<file path="config.mk">
export PLATFORM = sky130hd
export DESIGN_NAME = rna_ctrl
export DESIGN_NICKNAME = d
export VERILOG_FILES = /design/src/rna_pkg.sv /design/src/rna_ctrl.sv
export SDC_FILE = /design/constraint.sdc
export NUM_CORES = 1
export LEC_CHECK = 0
export BUFFER_PORTS_ARGS = -buffer_cell sky130_fd_sc_hd__clkbuf_2
export CORE_MARGIN = 5
export CORE_UTILIZATION = 54
export CTS_BUF_LIST = sky130_fd_sc_hd__clkbuf_4
export CTS_CLUSTER_DIAMETER = 80
export DETAILED_ROUTE_END_ITERATION = 16
export PLACE_DENSITY = 0.79
export SYNTH_ARGS = -nofsm -noshare
export SYNTH_HDL_FRONTEND = slang
export SYNTH_SLANG_ARGS = --single-unit
</file>
<file path="constraint.sdc">
create_clock -name clk -period 2 [get_ports clk]
set_clock_uncertainty 0.15 [all_clocks]
set_input_delay 0 -clock clk [delete_from_list [all_inputs] [get_ports clk]]
set_output_delay 0 -clock clk [all_outputs]
set_load 0.05 [all_outputs]
</file>
<file path="src/rna_pkg.sv">
// ----------------------------------------------------------------------------
// rna_pkg: shared types and constants for the rational number ALU
// Operation and status codes, datapath commands, controller states.
// ----------------------------------------------------------------------------
package rna_pkg;

	localparam int WORD_BITS = 32;
	localparam int XW        = 64;

	localparam logic [2:0] OP_NORM = 3'd0;
	localparam logic [2:0] OP_ADD  = 3'd1;
	localparam logic [2:0] OP_SUB  = 3'd2;
	localparam logic [2:0] OP_MUL  = 3'd3;
	localparam logic [2:0] OP_DIV  = 3'd4;
	localparam logic [2:0] OP_CMP  = 3'd5;

	localparam logic [1:0] ST_OK   = 2'd0;
	localparam logic [1:0] ST_ZERO = 2'd1;
	localparam logic [1:0] ST_OVF  = 2'd2;

	// 2^(WORD_BITS-1) at double width
	localparam logic [XW-1:0] LIM = {{(XW-1){1'b0}}, 1'b1} << (WORD_BITS - 1);

	typedef enum logic [4:0] {
		CMD_NONE,
		CMD_LOAD,
		CMD_WORK_A,
		CMD_WORK_B,
		CMD_STORE_A,
		CMD_STORE_B,
		CMD_GCD_WORK,
		CMD_GCD_DEN,
		CMD_GCD_STEP,
		CMD_DIV_N,
		CMD_DIV_D,
		CMD_DIV_BD,
		CMD_DIV_AD,
		CMD_DIV_STEP,
		CMD_SET_N,
		CMD_SET_D,
		CMD_SET_FA,
		CMD_SET_FB,
		CMD_MUL_PN,
		CMD_MUL_PD,
		CMD_MUL_QN,
		CMD_MUL_QD,
		CMD_MUL_L,
		CMD_MUL_TA,
		CMD_MUL_TB,
		CMD_SUM,
		CMD_RES_WORK,
		CMD_RES_ZERO,
		CMD_RES_ERR,
		CMD_RES_CMP
	} dp_cmd_t;

	typedef struct packed {
		logic [2:0] op;
		logic       den_err;
		logic       bn_zero;
		logic       gcd_done;
		logic       div_done;
	} dp_stat_t;

	typedef enum logic [4:0] {
		S_IDLE,
		S_CHECK,
		S_RGCD_INIT,
		S_RGCD,
		S_RDIVN_INIT,
		S_RDIVN,
		S_RSETN,
		S_RDIVD_INIT,
		S_RDIVD,
		S_RSETD,
		S_RET,
		S_LOADB,
		S_OPSEL,
		S_MULD,
		S_MULQD,
		S_LGCD,
		S_LDIVA_INIT,
		S_LDIVA,
		S_LSETA,
		S_LDIVB_INIT,
		S_LDIVB,
		S_LSETB,
		S_MUL_L,
		S_MUL_TA,
		S_MUL_TB,
		S_SUM,
		S_FIN_WORK,
		S_FIN_ZERO,
		S_FIN_ERR,
		S_FIN_CMP
	} state_t;

	typedef enum logic [1:0] {
		PH_A,
		PH_B,
		PH_R
	} phase_t;

	// sign-extend the low WORD_BITS bits to 32
	function automatic logic signed [31:0] sx_word(input logic [31:0] v);
		logic signed [WORD_BITS-1:0] t;
		t = v[WORD_BITS-1:0];
		return 32'(t);
	endfunction

	function automatic logic [31:0] mag32(input logic signed [31:0] v);
		return v[31] ? 32'(-v) : 32'(v);
	endfunction

endpackage

</file>
<file path="src/rna_ctrl.sv">
// ----------------------------------------------------------------------------
// rna_ctrl: sequencing controller
// Walks each valid request through operand reduction, the operation and,
// where needed, the final reduction; owns the request and result handshakes.
// ----------------------------------------------------------------------------
module rna_ctrl (
	input  logic              clk,
	input  logic              arst_n,
	input  logic              in_valid,
	output logic              in_ready,
	output logic              out_valid,
	input  logic              out_ready,
	input  rna_pkg::dp_stat_t stat,
	output rna_pkg::dp_cmd_t  cmd
);
	import rna_pkg::*;

	state_t state_q, state_d;
	phase_t phase_q, phase_d;
	logic   out_valid_q;
	logic   res_free;
	logic   res_load;

	assign res_free  = !out_valid_q || out_ready;
	assign in_ready  = (state_q == S_IDLE);
	assign out_valid = out_valid_q;

	always_ff @(posedge clk or negedge arst_n) begin
		if (!arst_n) begin
			state_q     <= S_IDLE;
			phase_q     <= PH_A;
			out_valid_q <= 1'b0;
		end else begin
			state_q <= state_d;
			phase_q <= phase_d;
			if (res_load) begin
				out_valid_q <= 1'b1;
			end else if (out_ready) begin
				out_valid_q <= 1'b0;
			end
		end
	end

	// next state
	always_comb begin
		state_d = state_q;
		phase_d = phase_q;
		case (state_q)
			S_IDLE: begin
				if (in_valid) state_d = S_CHECK;
			end
			S_CHECK: begin
				if (stat.op > OP_CMP) begin
					state_d = S_FIN_ZERO;
				end else if (stat.den_err) begin
					state_d = S_FIN_ERR;
				end else begin
					state_d = S_RGCD_INIT;
					phase_d = PH_A;
				end
			end
			S_RGCD_INIT:  state_d = S_RGCD;
			S_RGCD:       if (stat.gcd_done) state_d = S_RDIVN_INIT;
			S_RDIVN_INIT: state_d = S_RDIVN;
			S_RDIVN:      if (stat.div_done) state_d = S_RSETN;
			S_RSETN:      state_d = S_RDIVD_INIT;
			S_RDIVD_INIT: state_d = S_RDIVD;
			S_RDIVD:      if (stat.div_done) state_d = S_RSETD;
			S_RSETD:      state_d = S_RET;
			S_RET: begin
				case (phase_q)
					PH_A:    state_d = (stat.op == OP_NORM) ? S_FIN_WORK : S_LOADB;
					PH_B:    state_d = S_OPSEL;
					default: state_d = S_FIN_WORK;
				endcase
			end
			S_LOADB: begin
				state_d = S_RGCD_INIT;
				phase_d = PH_B;
			end
			S_OPSEL: begin
				if (stat.op inside {OP_ADD, OP_SUB, OP_CMP}) begin
					state_d = S_LGCD;
				end else if (stat.op == OP_MUL) begin
					state_d = S_MULD;
				end else if (stat.bn_zero) begin
					state_d = S_FIN_ERR;
				end else begin
					state_d = S_MULQD;
				end
			end
			S_MULD, S_MULQD: begin
				state_d = S_RGCD_INIT;
				phase_d = PH_R;
			end
			S_LGCD:       if (stat.gcd_done) state_d = S_LDIVA_INIT;
			S_LDIVA_INIT: state_d = S_LDIVA;
			S_LDIVA:      if (stat.div_done) state_d = S_LSETA;
			S_LSETA:      state_d = S_LDIVB_INIT;
			S_LDIVB_INIT: state_d = S_LDIVB;
			S_LDIVB:      if (stat.div_done) state_d = S_LSETB;
			S_LSETB:      state_d = S_MUL_L;
			S_MUL_L:      state_d = S_MUL_TA;
			S_MUL_TA:     state_d = S_MUL_TB;
			S_MUL_TB:     state_d = S_SUM;
			S_SUM: begin
				if (stat.op == OP_CMP) begin
					state_d = S_FIN_CMP;
				end else begin
					state_d = S_RGCD_INIT;
					phase_d = PH_R;
				end
			end
			S_FIN_WORK, S_FIN_ZERO, S_FIN_ERR, S_FIN_CMP: begin
				if (res_free) state_d = S_IDLE;
			end
			default: state_d = S_IDLE;
		endcase
	end

	// outputs
	always_comb begin
		cmd      = CMD_NONE;
		res_load = 1'b0;
		case (state_q)
			S_IDLE:       if (in_valid) cmd = CMD_LOAD;
			S_CHECK: begin
				if (stat.op <= OP_CMP && !stat.den_err) cmd = CMD_WORK_A;
			end
			S_RGCD_INIT:  cmd = CMD_GCD_WORK;
			S_RGCD:       cmd = CMD_GCD_STEP;
			S_RDIVN_INIT: cmd = CMD_DIV_N;
			S_RDIVN:      cmd = CMD_DIV_STEP;
			S_RSETN:      cmd = CMD_SET_N;
			S_RDIVD_INIT: cmd = CMD_DIV_D;
			S_RDIVD:      cmd = CMD_DIV_STEP;
			S_RSETD:      cmd = CMD_SET_D;
			S_RET: begin
				case (phase_q)
					PH_A:    cmd = CMD_STORE_A;
					PH_B:    cmd = CMD_STORE_B;
					default: cmd = CMD_NONE;
				endcase
			end
			S_LOADB:      cmd = CMD_WORK_B;
			S_OPSEL: begin
				if (stat.op inside {OP_ADD, OP_SUB, OP_CMP}) begin
					cmd = CMD_GCD_DEN;
				end else if (stat.op == OP_MUL) begin
					cmd = CMD_MUL_PN;
				end else if (!stat.bn_zero) begin
					cmd = CMD_MUL_QN;
				end
			end
			S_MULD:       cmd = CMD_MUL_PD;
			S_MULQD:      cmd = CMD_MUL_QD;
			S_LGCD:       cmd = CMD_GCD_STEP;
			S_LDIVA_INIT: cmd = CMD_DIV_BD;
			S_LDIVA:      cmd = CMD_DIV_STEP;
			S_LSETA:      cmd = CMD_SET_FA;
			S_LDIVB_INIT: cmd = CMD_DIV_AD;
			S_LDIVB:      cmd = CMD_DIV_STEP;
			S_LSETB:      cmd = CMD_SET_FB;
			S_MUL_L:      cmd = CMD_MUL_L;
			S_MUL_TA:     cmd = CMD_MUL_TA;
			S_MUL_TB:     cmd = CMD_MUL_TB;
			S_SUM:        cmd = CMD_SUM;
			S_FIN_WORK: begin
				res_load = res_free;
				if (res_free) cmd = CMD_RES_WORK;
			end
			S_FIN_ZERO: begin
				res_load = res_free;
				if (res_free) cmd = CMD_RES_ZERO;
			end
			S_FIN_ERR: begin
				res_load = res_free;
				if (res_free) cmd = CMD_RES_ERR;
			end
			S_FIN_CMP: begin
				res_load = res_free;
				if (res_free) cmd = CMD_RES_CMP;
			end
			default: cmd = CMD_NONE;
		endcase
	end

endmodule

</file>
==> results of run 1 <==
## layout by cell type, fill, tap and decap left out, types with 5 or more instances in the layout
cell type   n
a21oi_1    10
buf_4      29
buf_6       7
clkbuf_2   12
dfrtp_1     7
nand2_1    12
nand2b_1   12
nand4_1     5
nor2_1     13
o21ai_0    11
## area by class of cell
type,instances,area [µm²]
Fill cell,135,366.6
Tap cell,28,35.03
Clock buffer,3,22.52
Timing Repair Buffer,58,484.2
Inverter,5,20.02
Multi-Input combinational cell,147,1082
Sequential cell,8,201.4
## what timing repair did
action | in CTS | in global routing
endpoints found under the setup margin | 9 | 12
gates cloned | 1 | 0
resized for setup | 29 | 19
setup buffers | 9 | 1
hold buffers | 3 | 0
endpoints found under the hold margin | 9 | 0
pin swaps | 8 | 4
## critical path: cells and delay by family (launching register included)
family             cells  cell delay, ps
muxes                  1             350
AOI/OAI and AO/OA      2             550
and+or+nand+nor        1             560
DFF                    1             400
## per-layer routing
| metal | vias up | global-route usage (%) | wire (µm) |
|---|---|---|---|
| li1 | 767 | - | - |
| met1 | 790 | 37.97 | 1903 |
| met2 | 133 | 48.06 | 2239 |
| met3 | 37 | 6.459 | 549 |
| met4 | 0 | 11.26 | 278 |
| met5 | - | 0 | 0 |
## cells in the mapped netlist, types with 4 or more instances
master	count
clkbuf_1	6
o21ai_0	12
inv_1	4
a211oi_1	4
dfrtp_1	8
nor2_1	15
o211ai_1	4
buf_2	7
nand2b_1	13
nand2_1	12
a31oi_1	5
nor3_1	7
a21oi_1	12
nand4_1	5
## logic make-up after synthesis
kind of cell | Yosys count | synth area share, %
simple gates | 77 | 33.53
xor+xnor | 3 | 2.096
compound gates | 62 | 35.23
buf+inv | 23 | 8.282
mux | 3 | 3.293
flops | 8 | 15.97
fa+ha+maj | 2 | 1.597
## state kept, by name, indices dropped and copies added (netlist names)
register	cells
state_q	5
phase_q	2
out_valid	1
## worst paths after layout
kind                         endpoint  slack (ps)  cells after the start
setup reg to reg           state_q[0]        -140                      4
hold / removal             state_q[3]         110                      3
max in group asynchronous  state_q[1]         780                      3
setup / recovery           state_q[0]        -140                      4
hold reg to reg            phase_q[0]         390                      1
min in group asynchronous  state_q[2]         600                      3
## power breakdown
part / switching [mW] / internal [mW]
clock: 0.0588 / 0.0689
sequential: 0.0848 / 0.236
combinational: 1.86 / 1.43
## through the flow
step | setup TNS [ps] | util (%) | hold slack, ps | cells
final | -641.9 | 83.43 | 112.6 | 249
after global routing | -1226 | 83.43 | 101.5 | 249
after CTS | -255.0 | 79.75 | 93.37 | 248
after detailed placement | -209.1 | 68.61 | -291.2 | 232
after global placement | -38.73 | 68.61 | -302.3 | 232
after floorplan | -392.0 | - | -445.6 | 178
==> results.md, run 1 <==
- First-pass GRT wire length: 7.748 mm
- Synth Instances: 178
- Initial antenna violation count: 0
- Worst slew pin tran: 465.2 ps
- Power per Cell Area: 2026 mW/mm²
- CTS H-tree depth: 1
- Gr usage total: 29.56%
- Layout cells sized above 1: 40.72%
- IO buf count: 17
- Synth area leader: dfrtp_1
- Syn Nets: 189
- Longest Clk Path Bufs: 2
- Synth async-reset ratio: 100.0%
- CP Capture Type: register
- Slowest CP cell: or4b_1
- Post-route ant nets: 0
- Worst EP arrival: 2130 ps
- Pleak: 0.7786 nW
- Vias in the first global route: 1613
- Reg-to-Reg Start: state_q[2]
- RSZ-0062 raised after global routing: true
- I/O pin cnt: 18
- Post-synth top flop: dfrtp_1
- Hold WC Path Type: input port to register
- Die area: 0.003385 mm²
- Vias post-DR: 1727
- Num Clock Sinks: 8
- Worst Setup Slack, final: -137.3 ps
- Register area share after synthesis: 15.97%
- Syn Area/Cell: 7.043 µm²
- DR WL/cell: 19.96 µm
- Hold Path Origin: stat[0]
- Area growth, synth to finish: 47.21%
- Post-synth top area share: 15.97%
- Worst skew pair latency: 260 ps
- Vias per cell: 6.936
- Final hold vios: 0
- CTS Buf Count: 3
- Nets: 234
- Library cells used by synthesis: 54
- Worst setup startpoint: state_q[2]
- Worst-path cell chain: or4b_1 > o221a_4 > o311ai_4 > mux2_4
- Die Ht: 58.19 µm
- Total chip power: 3.739 mW
- Cell Rows: 17
- Post-Syn Area: 0.001254 mm²
- Final instance area: 0.001846 mm²
- Required @ worst endpoint: 1990 ps
- Period minus WS final: 2137 ps
- Period utilization: 106.9%
- Core Footprint: 0.002212 mm²
- Synth area leaders: dfrtp_1 (16%), nand2b_1 (6.5%), a21oi_1 (4.8%)
- GP Congestion: 0.9731
- Final WL: 4.970 mm
- Pre-CTS setup slack: -57.60 ps
- # setup viols final: 8
- CTS root buf: clkbuf_4
- Synth Register Bits: 8
- Max_cap viols: 0
- # DRC: 0
- Initial Util: 56.67%
- Final HPWL from detailed placement: 3.379 mm
- GRT Residual Overflow: 0
- Slew HR: 68.91%
- Die X: 58.19 µm
- Largest net degree at the start of global routing: 21
- Max IR drop VDD: 0.001993 V
- CP startpoint kind: register
- Number of enable flip-flop cells after synthesis: 0
- Violated checks: negative setup slack
- Crit-path max FO: 5
- CTS tree: done
- Crit Path Category: register to register
- Crit-path max cell delay: 560 ps
- Clk pin slew, worst setup/hold paths: 60 ps
- YS warnings: 0
- Post-DP Area: 0.001518 mm²
- Pre-antenna DRT Iters: 5
- Max-slew violation count: 0
- Peak Freq: 467.9 MHz
- Status: complete, but fails checks
- 1st-iter DRT viols: 183
- # diodes: 0
(Power assumes the default switching activity.)
==> run 2: changes to the inputs <==
Settings changed: CELL_PAD_IN_SITES_DETAIL_PLACEMENT from default to 0, CELL_PAD_IN_SITES_GLOBAL_PLACEMENT from default to 1, CORE_UTILIZATION 54 to 38, PLACE_DENSITY 0.79 to default, PLACE_DENSITY_LB_ADDON from default to 0.1.
==> run 2 against run 1 <==
- the flow still finishes with violations (negative setup slack)
- routed wire length is 3.3% higher
- final area grew 7.7%
- final cell count rose by 9.2%
- global-route usage down 7.4 points
- die area increased by 34%
- core utilization fell by 19 points
- clock-buffer cell count unchanged
- flip-flop and latch count unchanged
- first-iteration DRC count grew 26%
- total power is 7.4% higher
- highest routed layer unchanged
==> results.md, run 2 (synthesis results as in run 1) <==
- Peak Freq: 467.4 MHz (was 467.9 MHz)
- IO buf count: 17 (unchanged)
- Register Area: 201.4 µm² (unchanged)
- Max IR drop VDD: 0.001671 V (was 0.001993 V)
- Slack of the worst reg-to-reg path: -140 ps (about the same)
- Area growth, synth to finish: 58.48% (was 47.21%)
- Switch share: 51.06% (was 53.47%)
- CTS Buf Count: 3 (unchanged)
- Required @ worst endpoint: 1850 ps (was 1990 ps)
- Commonest non-fill, non-tap cell in the layout: buf_4 (unchanged)
- Nets: 241 (was 234)
- Initial antenna violation count: 0 (unchanged)
- Post-route ant nets: 0 (unchanged)
- Slew HR: 68.83% (was 68.91%)
- Crit Path Category: register to primary output (was register to register)
- Worst slew pin tran: 464.7 ps (was 465.2 ps)
- Power per Cell Area: 2022 mW/mm² (was 2026 mW/mm²)
- Max_cap viols: 0 (unchanged)
- Max-slew violation count: 0 (unchanged)
- Violated checks: negative setup slack (unchanged)
- CTS H-tree depth: 1 (unchanged)
- Status: complete, but fails checks (unchanged)
- # diodes: 0 (unchanged)
- Num Clock Sinks: 8 (unchanged)
- Worst skew pair latency: 270 ps (was 260 ps)
- Period minus WS final: 2139 ps (was 2137 ps)
- Die area: 0.004548 mm² (was 0.003385 mm²)
- Switching power: 2.051 mW (was 1.999 mW)
- Initial Util: 40.40% (was 56.67%)
- Die Ht: 67.44 µm (was 58.19 µm)
- Gr usage total: 22.11% (was 29.56%)
- 1st-iter DRT viols: 231 (was 183)
- Post-Layout Cell Count: 272 (was 249)
- Vias post-DR: 1755 (was 1727)
- CP startpoint kind: register (unchanged)
- CP Capture Type: primary output (was register)
- Critical R2R Capture: state_q[0] (unchanged)
- Multi-input gate area: 0.001112 mm² (was 0.001082 mm²)
- Final hold vios: 0 (unchanged)
- Crit-path max FO: 8 (was 5)
- Commonest non-fill, non-tap cells in the layout: buf_4 (33), nor2_1 (12), nand2_1 (12), clkbuf_2 (12), a21oi_1 (10) (was buf_4 (29), nor2_1 (13), nand2_1 (12), nand2b_1 (12), clkbuf_2 (12))
- Vias per cell: 6.452 (was 6.936)
- Die X: 67.44 µm (was 58.19 µm)
- # fillers: 262 (was 135)
- Reg-to-Reg Start: state_q[4] (was state_q[2])
- Seq pwr share: 8.0% (was 8.6%)
- Layout cells sized above 1: 43.86% (was 40.72%)
- Pleak: 0.8328 nW (was 0.7786 nW)
- CTS tree: done (unchanged)
- GRT Residual Overflow: 0 (unchanged)
- Hold path endpoint: state_q[4] (was state_q[3])
- Worst Setup Slack, final: -139.4 ps (was -137.3 ps)
- Cell Rows: 20 (was 17)
- First-pass GRT wire length: 7.721 mm (was 7.748 mm)
- Pre-CTS setup slack: -106.7 ps (was -57.60 ps)
- CTS root buf: clkbuf_4 (unchanged)
- Placed insts: 250 (was 232)
- I/O pin cnt: 18 (unchanged)
- Comb pwr share: 88.6% (was 88.0%)
- # setup viols final: 7 (was 8)
- Vias in the first global route: 1570 (was 1613)
- Pre-antenna DRT Iters: 5 (unchanged)
- # DRC: 0 (unchanged)
- GP Congestion: 0.9475 (was 0.9731)
- Hold Path Origin: stat[2] (was stat[0])
- Final hold slack: 116.4 ps (was 112.6 ps)
- Final WL: 5.132 mm (was 4.970 mm)
- Core Footprint: 0.003103 mm² (was 0.002212 mm²)
- Pint: 1.966 mW (was 1.740 mW)
- Hold WC Path Type: input port to register (unchanged)
- Worst EP arrival: 1990 ps (was 2130 ps)
- DR WL/cell: 18.87 µm (was 19.96 µm)
- Clk pin slew, worst setup/hold paths: 70 ps (was 60 ps)
- Longest Clk Path Bufs: 2 (unchanged)
- Period utilization: 107.0% (was 106.9%)
- Largest register by flop count: state_q (unchanged)
- Largest net degree at the start of global routing: 22 (was 21)
- WHS Path Cells: 4 (was 3)
- Final HPWL from detailed placement: 3.337 mm (was 3.379 mm)
- R2R depth: 5 (was 4)
- Largest register FFs: 5 (unchanged)
- RSZ-0062 raised after global routing: true (unchanged)
- Clk pwr share: 3.4% (about the same)
-- run 2: worst max path at each step --
stage / start / to / slack [ps]
floorplan: state_q[2] / cmd[0] / -170
detailed placement: state_q[2] / state_q[3] / -110
global placement: state_q[0] / state_q[0] / -70
global route: state_q[2] / cmd[0] / -190
finish: state_q[2] / cmd[0] / -140
CTS: state_q[4] / state_q[0] / -70
-- run 2: critical path: stages (launching register included) --
cell and delay [ps]:
dfrtp_1 400, buf_6 150, or2_4 230, or3_4 400
a21oi_4 170, nor3_4 80, o31ai_4 80, clkbuf_16 210
-- run 2: area by class of cell --
type | count | share of cell area, %
inverters | 5 | 1.133
multi-input cells | 147 | 55.98
flip-flops and latches | 8 | 10.14
repair buffers | 65 | 28.84
well taps | 44 | 2.771
clock buffers | 3 | 1.133
-- run 2: layer usage --
metal	share of wire [%]	track usage [%]	vias up
met4	3.8	6.329	0
li1	-	-	775
met2	48	35.95	130
met5	0	0	-
met1	39	29.07	823
met3	9.4	5.158	27
-- run 2: timing repair --
action / in CTS / in global routing
pin swaps: 11 / 7
setup endpoints to repair: 12 / 12
cloned: 1 / 0
hold buffers: 3 / 0
gates resized for setup: 28 / 24
endpoints found under the hold margin: 9 / 0
buffers inserted: 6 / 9
-- run 2: power groups by stage --
| stage | clock, mW | combinational [mW] | sequential [mW] |
|---|---|---|---|
| floorplan | 0 | 1.76 | 0.293 |
| detailed placement | 0 | 2.76 | 0.301 |
| finish | 0.135 | 3.56 | 0.322 |
| CTS | 0.130 | 3.18 | 0.303 |
| global placement | 0 | 2.76 | 0.298 |
| global route | 0.142 | 3.73 | 0.330 |
-- run 2: metrics by stage --
step,area [µm²],utilization [%],setup TNS [ps],power (mW)
CTS,1823,58.75,-268.2,3.609
detailed placement,1583,51.01,-423.3,3.061
floorplan,1265,-,-392.0,2.056
finish,1987,64.03,-684.9,4.017
global placement,1583,51.01,-216.2,3.057
global route,1987,64.03,-1246,4.205
==> run 3: changes to the inputs <==
Settings changed: CORE_UTILIZATION 38 to 35.
==> run 3 against run 2 <==
- the flow still finishes with violations (negative setup slack)
- fmax is 2.1% higher
- total power fell by 1.1%
- via count is 7.6% lower
- setup slack improved by 43 ps
- final area increased by 0.19%
- worst hold slack improved by 9.9 ps
- first-iteration DRC count fell by 57%
- highest routed layer unchanged
==> results.md, run 3 (synthesis results as in run 1) <==
- Status: complete, but fails checks (unchanged)
- GRT Residual Overflow: 0 (unchanged)
- Max-slew violation count: 0 (unchanged)
- Vias post-DR: 1622 (was 1755)
- Initial antenna violation count: 0 (unchanged)
- CP startpoint kind: register (unchanged)
- Final hold vios: 0 (unchanged)
- Period utilization: 104.8% (was 107.0%)
- I/O pin cnt: 18 (unchanged)
- R2R depth: 5 (unchanged)
- Vias per cell: 6.144 (was 6.452)
- Worst EP arrival: 2080 ps (was 1990 ps)
- Core Footprint: 0.003390 mm² (was 0.003103 mm²)
- CTS tree: done (unchanged)
- First-pass GRT wire length: 7.941 mm (was 7.721 mm)
- Worst-path cell chain: or4b_4 > o221a_4 > o311ai_4 > buf_6 > mux2_4 (was buf_6 > or2_4 > or3_4 > a21oi_4 > nor3_4 > o31ai_4 > clkbuf_16)
- Power per Cell Area: 1995 mW/mm² (was 2022 mW/mm²)
- # diodes: 0 (unchanged)
- Slew HR: 72.54% (was 68.83%)
- Reg-to-Reg Start: state_q[0] (was state_q[4])
- Die area: 0.004879 mm² (was 0.004548 mm²)
- Largest register by flop count: state_q (unchanged)
- Hold path endpoint: state_q[4] (unchanged)
- Violated checks: negative setup slack (unchanged)
- Clk pin slew, worst setup/hold paths: 50 ps (was 70 ps)
- CTS root buf: clkbuf_4 (unchanged)
- Layout cells sized above 1: 44.50% (was 43.86%)
- Final WL: 4.810 mm (was 5.132 mm)
- Final HPWL from detailed placement: 3.335 mm (was 3.337 mm)
- Largest register FFs: 5 (unchanged)
- Worst skew pair latency: 250 ps (was 270 ps)
- Largest net degree at the start of global routing: 23 (was 22)
- CTS Buf Count: 3 (unchanged)
- CTS H-tree depth: 1 (unchanged)
- DR WL/cell: 18.22 µm (was 18.87 µm)
- Crit-path max cell delay: 550 ps (was 400 ps)
- Vias in the first global route: 1596 (was 1570)
- Longest Clk Path Bufs: 2 (unchanged)
- GP Congestion: 0.9157 (was 0.9475)
- Worst Setup Slack, final: -95.96 ps (was -139.4 ps)
- Area growth, synth to finish: 58.78% (was 58.48%)
- Commonest non-fill, non-tap cell in the layout: buf_4 (unchanged)
- # setup viols final: 5 (was 7)
- Post-Layout Cell Count: 264 (was 272)
- Num Clock Sinks: 8 (unchanged)
- Slowest CP cell: or4b_4 (was dfrtp_1)
- CP Capture Type: register (was primary output)
- Crit-path max FO: 7 (was 8)
- IO buf count: 17 (unchanged)
- # DRC: 0 (unchanged)
- Cell Rows: 21 (was 20)
- 1st-iter DRT viols: 99 (was 231)
- RSZ-0062 raised after global routing: true (unchanged)
- Crit Path Category: register to register (was register to primary output)
- Post-route ant nets: 0 (unchanged)
- Slack of the worst reg-to-reg path: -100 ps (was -140 ps)
- Peak Freq: 477.1 MHz (was 467.4 MHz)
- Hold Path Origin: stat[2] (unchanged)
- WHS Path Cells: 4 (unchanged)
- Critical R2R Capture: state_q[0] (unchanged)
- Die Ht: 69.85 µm (was 67.44 µm)
- Gr usage total: 19.79% (was 22.11%)
- Period minus WS final: 2096 ps (was 2139 ps)
- Pleak: 0.8118 nW (was 0.8328 nW)
- Max_cap viols: 0 (unchanged)
- Max IR drop VDD: 0.001245 V (was 0.001671 V)
- Pre-antenna DRT Iters: 4 (was 5)
- Pre-CTS setup slack: -109.5 ps (was -106.7 ps)
- Hold WC Path Type: input port to register (unchanged)
- Final instance area: 0.001991 mm² (was 0.001987 mm²)
- Nets: 231 (was 241)
- Required @ worst endpoint: 1990 ps (was 1850 ps)
- Commonest non-fill, non-tap cells in the layout: buf_4 (24), nor2_1 (13), nand2_1 (12), clkbuf_2 (12), o21ai_0 (10) (was buf_4 (33), nor2_1 (12), nand2_1 (12), clkbuf_2 (12), a21oi_1 (10))
- Worst slew pin tran: 401.6 ps (was 464.7 ps)
- Post-DP Area: 0.001568 mm² (was 0.001583 mm²)
- Placed insts: 248 (was 250)
- Die X: 69.85 µm (was 67.44 µm)
- Initial Util: 36.99% (was 40.40%)
-- run 3: critical path, delay by kind of cell (launching register included) --
family | cells | cell delay [ps]
AOI/OAI and AO/OA | 2 | 400
and+or+nand+nor | 1 | 550
buffers and inverters | 1 | 190
DFF | 1 | 390
muxes | 1 | 310
-- run 3: how the worst max path moves through the flow --
stage                     slack (ps)       start         end
after floorplan                 -170  state_q[2]      cmd[0]
after global placement           -30  state_q[2]  state_q[0]
after detailed placement        -110  state_q[2]  state_q[3]
after CTS                        -80  state_q[0]  state_q[3]
after global routing            -160  state_q[0]      cmd[0]
final                           -100  state_q[0]  state_q[0]
-- run 3: cell type report --
type                       instances  area, µm²
fill                             315       1399
multi-input combinational        147       1157
timing repair buffer              55      528.0
sequential                         8      200.2
tap                               46      57.56
inverter                           5      25.02
clock buffer                       3      22.52
-- run 3: layer usage --
metal / up-vias / part of all wire [%] / track usage (%) / routed length [µm]
li1: 760 / - / - / -
met1: 779 / 44 / 26.64 / 2111
met2: 70 / 47 / 32.00 / 2279
met3: 13 / 6.3 / 3.443 / 303
met4: 0 / 2.4 / 6.170 / 116
met5: - / 0 / 0 / 0
-- run 3: power by group --
group          switching, mW  internal, mW
combinational           1.90          1.65
clock                 0.0560        0.0687
sequential            0.0618         0.234
total                   2.02          1.96
-- run 3: per-stage QoR --
step | TNS, ps | power [mW] | hold WS (ps) | util [%]
3_5_place_dp | -293.7 | 3.041 | -295.5 | 46.25
3_3_place_gp | -59.82 | 3.034 | -298.0 | 46.25
4_1_cts | -244.5 | 3.613 | 99.98 | 53.93
5_1_grt | -753.2 | 4.229 | 154.1 | 58.73
6_report | -299.3 | 3.972 | 126.3 | 58.73
2_1_floorplan | -392.0 | 2.056 | -445.6 | -
-- run 3: what timing repair did --
action                                 4_1_cts  5_1_grt
hold buffers                                 3        0
resized for setup                           28       28
setup buffers                                4        5
pin swaps                                   12        6
endpoints found under the hold margin        9        0
cloned                                       1        0
setup endpoints to repair                   10       13
